===== src/design/itc_pkg.sv =====
// Shared types and constants for the three-counter interval timer.
// Used by the controller, the datapath and the top level.
package itc_pkg;
  localparam int NUM_COUNTERS = 3;

  localparam logic [1:0] FUNC_WRITE   = 2'd0;
  localparam logic [1:0] FUNC_READ    = 2'd1;
  localparam logic [1:0] FUNC_ADVANCE = 2'd2;
  localparam logic [1:0] FUNC_NONE    = 2'd3;
  localparam logic [1:0] PORT_CONTROL = 2'd3;

  localparam logic [1:0] ACC_LATCH = 2'd0;
  localparam logic [1:0] ACC_LOW   = 2'd1;
  localparam logic [1:0] ACC_HIGH  = 2'd2;
  localparam logic [1:0] ACC_BOTH  = 2'd3;

  localparam logic [2:0] MODE_ONESHOT    = 3'd0;
  localparam logic [2:0] MODE_SQUARE     = 3'd3;
  localparam logic [2:0] MODE_SQUARE_ALT = 3'd7;

  typedef struct packed {
    logic       start;    // capture the item and do writes and reads
    logic       div_start;// begin ticks % reload for one counter
    logic       adv;      // apply the advance to one counter
    logic [1:0] sel;      // counter for div_start and adv
  } itc_cmd_t;

  typedef struct packed {
    logic div_done;
    logic is_adv;
  } itc_stat_t;
endpackage


===== src/design/itc_ctrl.sv =====
// Controller state machine for the interval timer.
// Depends on itc_pkg; sequences the datapath per item.
module itc_ctrl import itc_pkg::*; (
  input  logic      clk,
  input  logic      rst,
  input  logic      in_fire,
  output logic      busy,
  output logic      done,
  input  itc_stat_t stat,
  output itc_cmd_t  cmd
);
  typedef enum logic [2:0] {S_IDLE, S_DISPATCH, S_DIV_GO, S_DIV_WAIT, S_APPLY, S_DONE} state_t;
  state_t state;
  logic [1:0] sel;

  always_comb begin
    cmd = '0;
    cmd.sel = sel;
    cmd.start = in_fire;
    cmd.div_start = (state == S_DIV_GO);
    cmd.adv = (state == S_APPLY);
  end
  assign busy = (state != S_IDLE);
  assign done = (state == S_DONE);

  always_ff @(posedge clk) begin
    if (rst) begin
      state <= S_IDLE;
      sel <= '0;
    end else begin
      unique case (state)
        S_IDLE: if (in_fire) state <= S_DISPATCH;
        S_DISPATCH: begin
          sel <= '0;
          state <= stat.is_adv ? S_DIV_GO : S_DONE;
        end
        S_DIV_GO: state <= S_DIV_WAIT;
        S_DIV_WAIT: if (stat.div_done) state <= S_APPLY;
        S_APPLY: begin
          if (sel == 2'(NUM_COUNTERS - 1)) state <= S_DONE;
          else begin
            sel <= sel + 2'd1;
            state <= S_DIV_GO;
          end
        end
        S_DONE: state <= S_IDLE;
        default: state <= S_IDLE;
      endcase
    end
  end
endmodule


===== src/design/itc_div.sv =====
// Restoring serial divider giving ticks modulo reload, one bit a cycle.
// Depends on itc_pkg only for the import style.
module itc_div import itc_pkg::*; (
  input  logic        clk,
  input  logic        rst,
  input  logic        start,
  input  logic [15:0] dividend,
  input  logic [15:0] divisor,
  output logic [15:0] rem,
  output logic        done
);
  logic [15:0] quo;
  logic [16:0] acc;
  logic [4:0]  cnt;
  logic        run;
  logic [16:0] trial;

  assign trial = {acc[15:0], quo[15]} - {1'b0, divisor};
  assign rem = acc[15:0];

  always_ff @(posedge clk) begin
    if (rst) begin
      run <= 1'b0;
      done <= 1'b0;
    end else begin
      done <= 1'b0;
      if (start) begin
        run <= 1'b1;
        cnt <= 5'd16;
        quo <= dividend;
        acc <= '0;
      end else if (run) begin
        if (!trial[16]) acc <= trial;
        else acc <= {acc[15:0], quo[15]};
        quo <= {quo[14:0], 1'b0};
        cnt <= cnt - 5'd1;
        if (cnt == 5'd1) begin
          run <= 1'b0;
          done <= 1'b1;
        end
      end
    end
  end
endmodule


===== src/design/itc_dp.sv =====
// Datapath of the interval timer: per-counter state, bus access and advance.
// Depends on itc_pkg and instantiates itc_div.
module itc_dp import itc_pkg::*; (
  input  logic        clk,
  input  logic        rst,
  input  itc_cmd_t    cmd,
  output itc_stat_t   stat,
  input  logic [1:0]  func,
  input  logic [1:0]  port,
  input  logic [7:0]  write_data,
  input  logic [15:0] ticks,
  output logic [7:0]  read_data,
  output logic [2:0]  outs
);
  logic [15:0] cntv [NUM_COUNTERS];
  logic [15:0] rld  [NUM_COUNTERS];
  logic [15:0] lat  [NUM_COUNTERS];
  logic [2:0]  md   [NUM_COUNTERS];
  logic [1:0]  acc  [NUM_COUNTERS];
  logic [NUM_COUNTERS-1:0] run, rhi, whi, lh, lvl;
  logic [15:0] t_q;
  logic [15:0] r;
  logic [15:0] sum;
  logic [15:0] nc;
  logic [15:0] src;

  assign stat.is_adv = (func == FUNC_ADVANCE);

  itc_div u_div (
    .clk(clk), .rst(rst), .start(cmd.div_start),
    .dividend(t_q), .divisor(rld[cmd.sel]),
    .rem(r), .done(stat.div_done)
  );

  always_comb begin
    outs = 3'b111;
    for (int i = 0; i < NUM_COUNTERS; i++) outs[i] = lvl[i];
  end

  assign sum = cntv[cmd.sel] + rld[cmd.sel] - r;
  assign nc = (cntv[cmd.sel] < r) ? sum : cntv[cmd.sel] - r;
  assign src = lh[port] ? lat[port] : cntv[port];

  always_ff @(posedge clk) begin
    logic [1:0] c;
    logic [1:0] a;
    logic [2:0] m;
    logic [15:0] nr;
    logic        go;
    if (rst) begin
      for (int i = 0; i < NUM_COUNTERS; i++) begin
        cntv[i] <= '0; rld[i] <= '0; lat[i] <= '0; md[i] <= '0; acc[i] <= ACC_LATCH;
      end
      run <= '0; rhi <= '0; whi <= '0; lh <= '0; lvl <= '1;
      read_data <= '0;
      t_q <= '0;
    end else if (cmd.start) begin
      t_q <= ticks;
      read_data <= '0;
      c = write_data[7:6];
      a = write_data[5:4];
      m = write_data[3:1];
      if (m == MODE_SQUARE_ALT) m = MODE_SQUARE;
      if (func == FUNC_WRITE && port == PORT_CONTROL) begin
        if (c < 2'(NUM_COUNTERS)) begin
          if (a == ACC_LATCH) begin
            lat[c] <= cntv[c]; lh[c] <= 1'b1; rhi[c] <= 1'b0;
          end else begin
            md[c] <= m; acc[c] <= a; lh[c] <= 1'b0; run[c] <= 1'b0;
            whi[c] <= (a == ACC_HIGH); rhi[c] <= 1'b0;
            cntv[c] <= '0; rld[c] <= '0;
            if (m == MODE_ONESHOT) lvl[c] <= 1'b0;
          end
        end
      end else if (func == FUNC_WRITE && port < 2'(NUM_COUNTERS)) begin
        go = 1'b1;
        if (!whi[port]) begin
          nr = {rld[port][15:8], write_data};
          if (acc[port] == ACC_BOTH) begin
            whi[port] <= 1'b1;
            go = 1'b0;
            if (md[port] == MODE_ONESHOT) begin
              run[port] <= 1'b0; lvl[port] <= 1'b1;
            end
          end
        end else begin
          nr = {write_data, rld[port][7:0]};
          if (acc[port] == ACC_BOTH) whi[port] <= 1'b0;
        end
        rld[port] <= nr;
        if (go && (!run[port] || md[port] == MODE_ONESHOT)) begin
          run[port] <= 1'b1;
          cntv[port] <= nr;
          if (md[port] == MODE_SQUARE) lvl[port] <= 1'b1;
          else if (md[port] == MODE_ONESHOT) lvl[port] <= 1'b0;
        end
      end else if (func == FUNC_READ) begin
        if (port == PORT_CONTROL) read_data <= 8'hFF;
        else if (port < 2'(NUM_COUNTERS)) begin
          if (!rhi[port]) begin
            rhi[port] <= 1'b1; read_data <= src[7:0];
          end else begin
            rhi[port] <= 1'b0; lh[port] <= 1'b0; read_data <= src[15:8];
          end
        end
      end
    end else if (cmd.adv && cmd.sel < 2'(NUM_COUNTERS)) begin
      if (run[cmd.sel] && md[cmd.sel] == MODE_ONESHOT) begin
        if (cntv[cmd.sel] < t_q) begin
          lvl[cmd.sel] <= 1'b1; run[cmd.sel] <= 1'b0;
        end
        cntv[cmd.sel] <= cntv[cmd.sel] - t_q;
      end else if (run[cmd.sel] && md[cmd.sel] == MODE_SQUARE) begin
        if (rld[cmd.sel] >= 16'd3) begin
          cntv[cmd.sel] <= nc;
          lvl[cmd.sel] <= !(nc < (rld[cmd.sel] >> 1));
        end
      end else begin
        cntv[cmd.sel] <= cntv[cmd.sel] - t_q;
      end
    end
  end
endmodule


===== src/design/interval_timer_three_counter_core.sv =====
// Top level of the three-counter interval timer.
// Depends on itc_pkg, itc_ctrl, itc_dp (and itc_div through it).

// One beat in gives one beat out. A bus write or read passes through the
// dispatch and done states; a time advance runs a serial remainder divider
// once per counter, one counter after another. The divider is the one
// shared unit. A finished result waits in the output register, and no new
// beat is accepted until it is taken.
module interval_timer_three_counter_core import itc_pkg::*; (
  input  logic        clk,
  input  logic        rst,
  input  logic        s_tvalid,
  output logic        s_tready,
  input  logic [31:0] s_tdata,  // func[1:0], port[3:2], write_data[11:4], ticks[27:12]
  output logic        m_tvalid,
  input  logic        m_tready,
  output logic [15:0] m_tdata   // read_data[7:0], out0[8], out1[9], out2[10]
);
  logic busy, done, in_fire;
  itc_cmd_t  cmd;
  itc_stat_t stat;
  logic [7:0] rd;
  logic [2:0] outs;

  // The controller stays idle until the output register is free.
  assign s_tready = !busy && !m_tvalid;
  assign in_fire = s_tvalid && s_tready;

  itc_ctrl u_ctrl (.clk(clk), .rst(rst), .in_fire(in_fire), .busy(busy), .done(done),
                   .stat(stat), .cmd(cmd));

  logic [1:0] f_q, p_q;
  logic [7:0] w_q;
  logic [15:0] t_q;
  always_ff @(posedge clk) begin
    if (in_fire) begin
      f_q <= s_tdata[1:0]; p_q <= s_tdata[3:2];
      w_q <= s_tdata[11:4]; t_q <= s_tdata[27:12];
    end
  end

  itc_dp u_dp (.clk(clk), .rst(rst), .cmd(cmd), .stat(stat),
               .func(in_fire ? s_tdata[1:0] : f_q),
               .port(in_fire ? s_tdata[3:2] : p_q),
               .write_data(in_fire ? s_tdata[11:4] : w_q),
               .ticks(in_fire ? s_tdata[27:12] : t_q),
               .read_data(rd), .outs(outs));

  always_ff @(posedge clk) begin
    if (rst) m_tvalid <= 1'b0;
    else if (done) m_tvalid <= 1'b1;
    else if (m_tready) m_tvalid <= 1'b0;
    if (done) m_tdata <= {5'd0, outs, rd};
  end

  a_no_accept_busy: assert property (@(posedge clk) disable iff (rst)
    busy |-> !s_tready) else $error("accept while busy");
  a_done_sets_valid: assert property (@(posedge clk) disable iff (rst)
    done |=> m_tvalid) else $error("result lost");
  a_fire_starts: assert property (@(posedge clk) disable iff (rst)
    in_fire |=> busy) else $error("item not started");
endmodule


===== config.mk =====
export PLATFORM = sky130hd
export DESIGN_NAME = interval_timer_three_counter_core
export DESIGN_NICKNAME = d
export VERILOG_FILES = /design/src/design/itc_pkg.sv /design/src/design/itc_ctrl.sv /design/src/design/itc_div.sv /design/src/design/itc_dp.sv /design/src/design/interval_timer_three_counter_core.sv
export SDC_FILE = /design/constraint.sdc
export NUM_CORES = 1
export LEC_CHECK = 0
export BUFFER_PORTS_ARGS = -buffer_cell sky130_fd_sc_hd__buf_2
export CAP_MARGIN = 30
export CORE_MARGIN = 2
export CORE_UTILIZATION = 50
export CTS_CLUSTER_SIZE = 12
export DETAILED_ROUTE_END_ITERATION = 8
export PLACE_DENSITY_LB_ADDON = 0.3
export SLEW_MARGIN = 20
export SYNTH_ARGS = -nofsm -noshare
export SYNTH_HDL_FRONTEND = slang
export SYNTH_SLANG_ARGS = --single-unit

===== constraint.sdc =====
create_clock -name clk -period 10.08 [get_ports clk]
set_clock_uncertainty 0.2 [all_clocks]
set_input_delay 1.512 -clock clk [delete_from_list [all_inputs] [get_ports clk]]
set_output_delay 1.512 -clock clk [all_outputs]
set_load 0.05 [all_outputs]

==> results_dict.tcl, run 1 <==
set metrics [dict create \
    syn_to_final_growth_pct 9.68 \
    synth_largest_area_cell "edfxtp_1" \
    cts_root_buf "clkbuf_16" \
    min_path_type "reg -> reg" \
    final.setup.worst_slack_ns 2.91 \
    layout-drive-gt1-share_pct 10.9 \
    antenna_cells_inserted 0 \
    pre_cts_ws_ns 3.12 \
    fin_nets 2323 \
    insertion_delay_ns 0.57 \
    syn_avg_cell_area_um2 9.57 \
    setup_viol_count_final 0 \
    clockBufferDepth 3 \
    ctsResizeCount 0 \
    cts_setup_buffers 0 \
    clk_pin_slew_ns 0.06 \
    numCtsBuffers 38 \
    synth-edff-count 258 \
    leakage_nw 9.04 \
    h-tree-depth 2 \
    power_frac_clock_pct 21.5 \
    overflow 0 \
    r2r-end "u_dp.outs[1]" \
    grt_pass1_wl_um 93600 \
    min_to "m_tdata[5]" \
    dr.first_iter.drc_count 1978 \
    outcome "complete, no violations" \
    netlist_area_um2 20500 \
    path_max_fanout 22 \
    async_flop_share_pct 0 \
    fin_crit_ns 7.17 \
    dieArea_um2 42600 \
    firstDrtPassIters 6 \
    cap_violations 0 \
    min_path_cells 0 \
    p_seq_share_pct 27.5 \
    startpoint_type "flop" \
    start_util_pct 50.4 \
    timing.final.crit_share_pct 71.1 \
    netSwitchingFraction_pct 44.1 \
    end_kind "flop" \
    cts.sink_count 319 \
    route.final.wire_length_um 60800 \
    die_w_um 206 \
    cp.arrival_ns 7.42 \
    routabilityCongestion 0.959 \
    routed_via_density 6.18 \
    synth_warnings 0 \
    pwr-share-comb_pct 51.1 \
    fmax_ghz 0.140 \
    r2r_cells 21 \
    antenna_found_initial 1 \
    hold_violations 0 \
    core_um2 40600 \
    p_per_area_nw_per_um2 287 \
    ff2ff_setup_slack_ns 2.91 \
    synth_seq_cells 319 \
    ys_seq_area_share_pct 43.8 \
    synth_area_leaders "edfxtp_1, nand2_1, dfxtp_1" \
    numPortBuffers 44 \
    grt_pass1_vias 16300 \
    synth_common_cells "nand2_1, edfxtp_1, nor2_1, inv_1, a21oi_1" \
    synth_ff_type "edfxtp_1" \
    p_sw_mw 2.85 \
    grtUsageTotal_pct 28.9 \
    cp_data_required_time_ns 10.33 \
    postRouteAntennaNets 0 \
    die_h_um 206 \
    vdd_drop_max_mv 0.158 \
    dpl.hpwl_um 42400 \
    drv_slew 0 \
    synth_top_area_share_pct 37.8 \
    post-route-util_pct 55.3 \
    cts_hold_buf 0 \
    rsz0062_at_grt "false" \
    grt_max_degree 70 \
    yosysUniqueCellTypes 96 \
    critPathKind "reg -> reg" \
    p_int_mw 3.61 \
    cts_tree "yes" \
    maxSlewHeadroom_pct 24.5 \
    n_fill_cell 3452 \
    yosysMostFrequentCell "nand2_1" \
    dr_total_vias 17000 \
    worst_slew_pin_slew_ns 1.13 \
    synth_cells 2142 \
    drt-wirelength-per-cell_um 22.1 \
    drc 0 \
    ios 54 \
    min_from "u_dp.read_data[5]" \
    total_power_mw 6.46 \
    placementRows 74 \
    fin_tns_setup_ns 0 \
]
state kept, by name, indices dropped and copies added, names as in the netlist, named ones only:
name / count
u_ctrl.sel: 2
u_dp.u_div.acc: 16
u_dp.u_div.run: 1
m_tdata: 11
w_q: 8
u_dp.u_div.done: 1
u_dp.acc: 8
p_q: 2
u_dp.outs: 3
u_dp.rld: 64
u_dp.lat: 62
u_dp.u_div.cnt: 5
u_dp.cntv: 64
m_tvalid: 1
u_dp.t_q: 16
u_dp.md: 12
u_dp.u_div.quo: 16
u_dp.read_data: 8
f_q: 2
u_ctrl.state: 3
u_dp.run: 3
cell type report:
| class | count | area (um2) | share of cell area (%) |
|---|---|---|---|
| clock buffers | 53 | 1060 | 4.71 |
| multi-input cells | 1579 | 10500 | 46.6 |
| repair buffers | 76 | 473 | 2.10 |
| inverters | 172 | 661 | 2.94 |
| well taps | 532 | 666 | 2.96 |
| clock inverters | 17 | 180 | 0.802 |
| flip-flops and latches | 319 | 8970 | 39.9 |
power groups by stage:
stage | combinational (mW) | clock, mW | sequential, mW
final | 3.30 | 1.38 | 1.77
after global routing | 3.59 | 1.45 | 1.79
after floorplan | 2.41 | 0 | 1.75
after global placement | 3.13 | 0 | 1.79
after detailed placement | 3.21 | 0 | 1.79
after CTS | 3.24 | 1.40 | 1.77
worst max-delay path: stages (launching register included):
cell      delay (ns)
dfxtp_2         0.76
buf_4           0.42
mux4_2          0.41
inv_1           0.10
ha_1            0.17
inv_1           0.10
fa_1            0.48
a211oi_1        0.37
o21a_1          0.25
o211a_1         0.26
o31a_1          0.74
o31ai_1         0.27
ha_1            0.36
a21o_1          0.19
a21o_1          0.18
a21o_1          0.17
a21o_1          0.17
a21o_1          0.18
a211oi_1        0.27
o21ai_0         0.31
o21a_1          0.26
o41a_1          0.41
logic make-up after synthesis:
family | after synthesis | synth area share [%]
other cells | 1 | 0.0183
compound gates | 421 | 14.3
flops | 319 | 43.8
simple gates | 864 | 19.0
mux | 112 | 8.27
fa+ha+maj | 101 | 6.83
buf+inv | 283 | 6.09
xor+xnor | 41 | 1.75
through the flow:
stage	instance area, um2	hold slack, ns	cells
2_1_floorplan	20600	0.208	2181
3_3_place_gp	21200	0.214	2676
3_5_place_dp	21200	0.215	2677
4_1_cts	22500	0.228	2747
5_1_grt	22500	0.235	2748
6_report	22500	0.228	2748
layer usage:
layer  track usage (%)  part of all wire [%]  up-vias
li1                  -                     -     7750
met5                 0                 0.013        -
met2              46.0                    46      851
met1              37.9                    40     8203
met4              12.9                   4.5        2
met3              6.09                   9.3      165
cells in the final DEF (no fill, tap or decap), drive strengths merged, types with 13 or more instances in the layout:
cell type,n
nand3,76
mux2i,50
a31oi,22
xnor2,32
nor2b,32
clkinv,13
ha,83
inv,173
nor3,24
mux4,44
or3,19
a21o,19
a21oi,114
and2,13
edfxtp,258
nand2,365
fa,18
conb,40
a211oi,30
dfxtp,61
nand2b,20
clkbuf,53
nor2,219
o21ai,79
o21a,23
buf,76
mux2,18
and3,56
worst max-delay path by stage:
stage               startpoint      endpoint  cells after the start
floorplan                 flop  u_dp.outs[1]                     26
global placement          flop  u_dp.outs[1]                     21
detailed placement        flop  u_dp.outs[1]                     21
CTS                       flop  u_dp.outs[1]                     21
global route              flop  u_dp.outs[1]                     21
finish                    flop  u_dp.outs[1]                     21
Power figures use the tool's default switching activity.
==> inputs of run 2 (changes only) <==
- ABC_AREA: unset -> 1
- clock period: 10.08 -> 5.8 ns (I/O delays scaled with it)
==> run 2 against run 1 <==
Compared with the run above:
- sequential power up 76%
- sequential share of layout area down 0.47 points
- synthesized cell count up 18%
- synthesized area down 0.12%
- highest routed layer is now met4
- global-route usage up 1.1 points
- total power up 81%
- register-to-register slack worse by 2.5 ns
- die area down 0.11%
- maximum frequency up 33%
- via count up 8.3%
- worst setup slack worse by 2.5 ns
==> results_dict.tcl, run 2 <==
set metrics [dict create \
    maxSlewHeadroom_pct 30.2 \
    ff2ff_setup_slack_ns 0.39 \
    cts_hold_buf 0 \
    yosysMostFrequentCell "nand2_1" \
    synth_seq_cells 318 \
    numCtsBuffers 36 \
    synth_largest_area_cell "edfxtp_1" \
    syn_avg_cell_area_um2 8.12 \
    cts_setup_buffers 0 \
    h-tree-depth 2 \
    cp_data_required_time_ns 6.04 \
    grtUsageTotal_pct 30.0 \
    postRouteAntennaNets 0 \
    synth_top_area_share_pct 37.7 \
    fin_nets 2731 \
    synth_fa_ha_area_share_pct 6.84 \
    ios 54 \
    path_max_fanout 24 \
    drv_slew 0 \
    synthMuxAreaShare_pct 0.196 \
    routed_via_density 5.83 \
    cp.arrival_ns 5.64 \
    dr_total_vias 18400 \
    layout_common_cells "nand2_1, inv_1, nor2_1" \
    worst_slew_pin_slew_ns 1.05 \
    crit_family "compound AO/OA/AOI/OAI gates" \
    vdd_drop_max_mv 0.437 \
    outcome "complete, no violations" \
    crit_buf_inv 4 \
    dpl.hpwl_um 45700 \
    insertion_delay_ns 0.56 \
    netlist_area_um2 20500 \
    leakage_nw 9.71 \
    cts_root_buf "clkbuf_16" \
    post-route-util_pct 55.7 \
    layout_commonest_cell "nand2_1" \
    cp_slowest_stage_delay_ns 0.65 \
    yosysUniqueCellTypes 61 \
    grt_pass1_vias 17300 \
    pre_cts_ws_ns 0.524 \
    synthSimpleGateAreaFrac_pct 24.2 \
    placementRows 74 \
    critPathKind "reg -> reg" \
    ctsResizeCount 0 \
    setup_viol_count_final 0 \
    grt_max_degree 80 \
    timing.final.crit_share_pct 93.2 \
    overflow 0 \
    drt-wirelength-per-cell_um 20.2 \
    fmax_ghz 0.185 \
    fin_crit_ns 5.41 \
    antenna_cells_inserted 0 \
    crit_path_frequent_cell "nand2_1" \
    firstDrtPassIters 6 \
    layout-drive-gt1-share_pct 10.5 \
    clk_pin_slew_ns 0.06 \
    synth_compound_area_share_pct 14.7 \
    cap_violations 0 \
    synth_warnings 0 \
    routabilityCongestion 0.943 \
    p_per_area_nw_per_um2 516 \
    start_util_pct 50.3 \
    synth_ff_type "edfxtp_1" \
    synth_xor_area_share_pct 1.63 \
    synth_area_leaders "edfxtp_1, nand2_1, dfxtp_1" \
    ys_seq_area_share_pct 43.7 \
    end_kind "flop" \
    route.final.wire_length_um 63700 \
    numPortBuffers 44 \
    dr.first_iter.drc_count 2312 \
    drc 0 \
    cts_tree "yes" \
    clockBufferDepth 3 \
    total_power_mw 11.7 \
    fin_tns_setup_ns 0 \
    antenna_found_initial 1 \
    crit_slowest_cell "a21oi_1" \
    die_h_um 206 \
    grt_pass1_wl_um 96800 \
    cts.sink_count 318 \
    hold_violations 0 \
    synth_cells 2519 \
    async_flop_share_pct 0 \
    startpoint_type "flop" \
    rsz0062_at_grt "false" \
    syn_to_final_growth_pct 10.7 \
    synth_top_family_by_area "simple AND/OR/NAND/NOR gates" \
    synth-edff-count 257 \
    die_w_um 206 \
    largestRegisters "u_dp.cntv (64), u_dp.rld (64), u_dp.lat (61)" \
    synth_common_cells "nand2_1, inv_1, nor2_1, edfxtp_1, o21ai_0" \
    final.setup.worst_slack_ns 0.393 \
    core_um2 40600 \
    dieArea_um2 42600 \
    min_path_type "reg -> reg" \
]
==> run 2: cell types whose count changed in the layout (fill, tap and decap cells not counted), sizes merged, moves of 38 or more <==
cell	before	now
mux4	44	0
nand3	76	114
inv	173	327
o21ai	79	186
mux2i	50	4
nor2	219	304
a21oi	114	161
and3	56	1
nor3	24	64
nand2	365	575
==> run 2: cells by family after synthesis <==
| kind of cell | after synthesis |
|---|---|
| and+or+nand+nor | 1119 |
| xor gates and xnor gates | 38 |
| adders and majority gates | 101 |
| DFF | 318 |
| other | 1 |
| AOI/OAI and AO/OA | 502 |
| muxes | 4 |
| buffers and inverters | 436 |
==> run 2: per-layer routing <==
layer	GRT usage, %	wire length (um)
met4	12.3	2450
met5	0	0
met2	47.3	28500
met1	40.9	26500
met3	5.41	6220
==> run 2: report_power, final <==
part,switching [mW],internal [mW]
combinational,4.38,1.86
sequential,0.199,2.91
clock,0.945,1.39
==> run 2: path summary, 6_finish.rpt <==
kind	cells after the start	startpoint	endpoint
worst max-delay path	29	flop	u_dp.outs[2]
worst min-delay path	0	u_dp.read_data[0]	m_tdata[0]
worst max register to register	29	flop	u_dp.outs[2]
worst min register to register	0	u_dp.read_data[0]	m_tdata[0]
==> run 2: cell type report <==
cell class	instances	area, um2
inverter	327	1230
timing repair buffer	108	713
fill	3702	18000
sequential	318	8940
multi-input combinational	1803	9890
clock buffer	58	1140
clock inverter	8	81.3
tap	532	666
==> run 2: through the flow <==
| step | cell area (um2) | instances | hold WS [ns] |
|---|---|---|---|
| after detailed placement | 21400 | 3088 | 0.214 |
| after CTS | 22700 | 3154 | 0.228 |
| after floorplan | 20600 | 2557 | 0.209 |
| final | 22700 | 3154 | 0.228 |
| after global routing | 22700 | 3154 | 0.231 |
| after global placement | 21400 | 3088 | 0.215 |
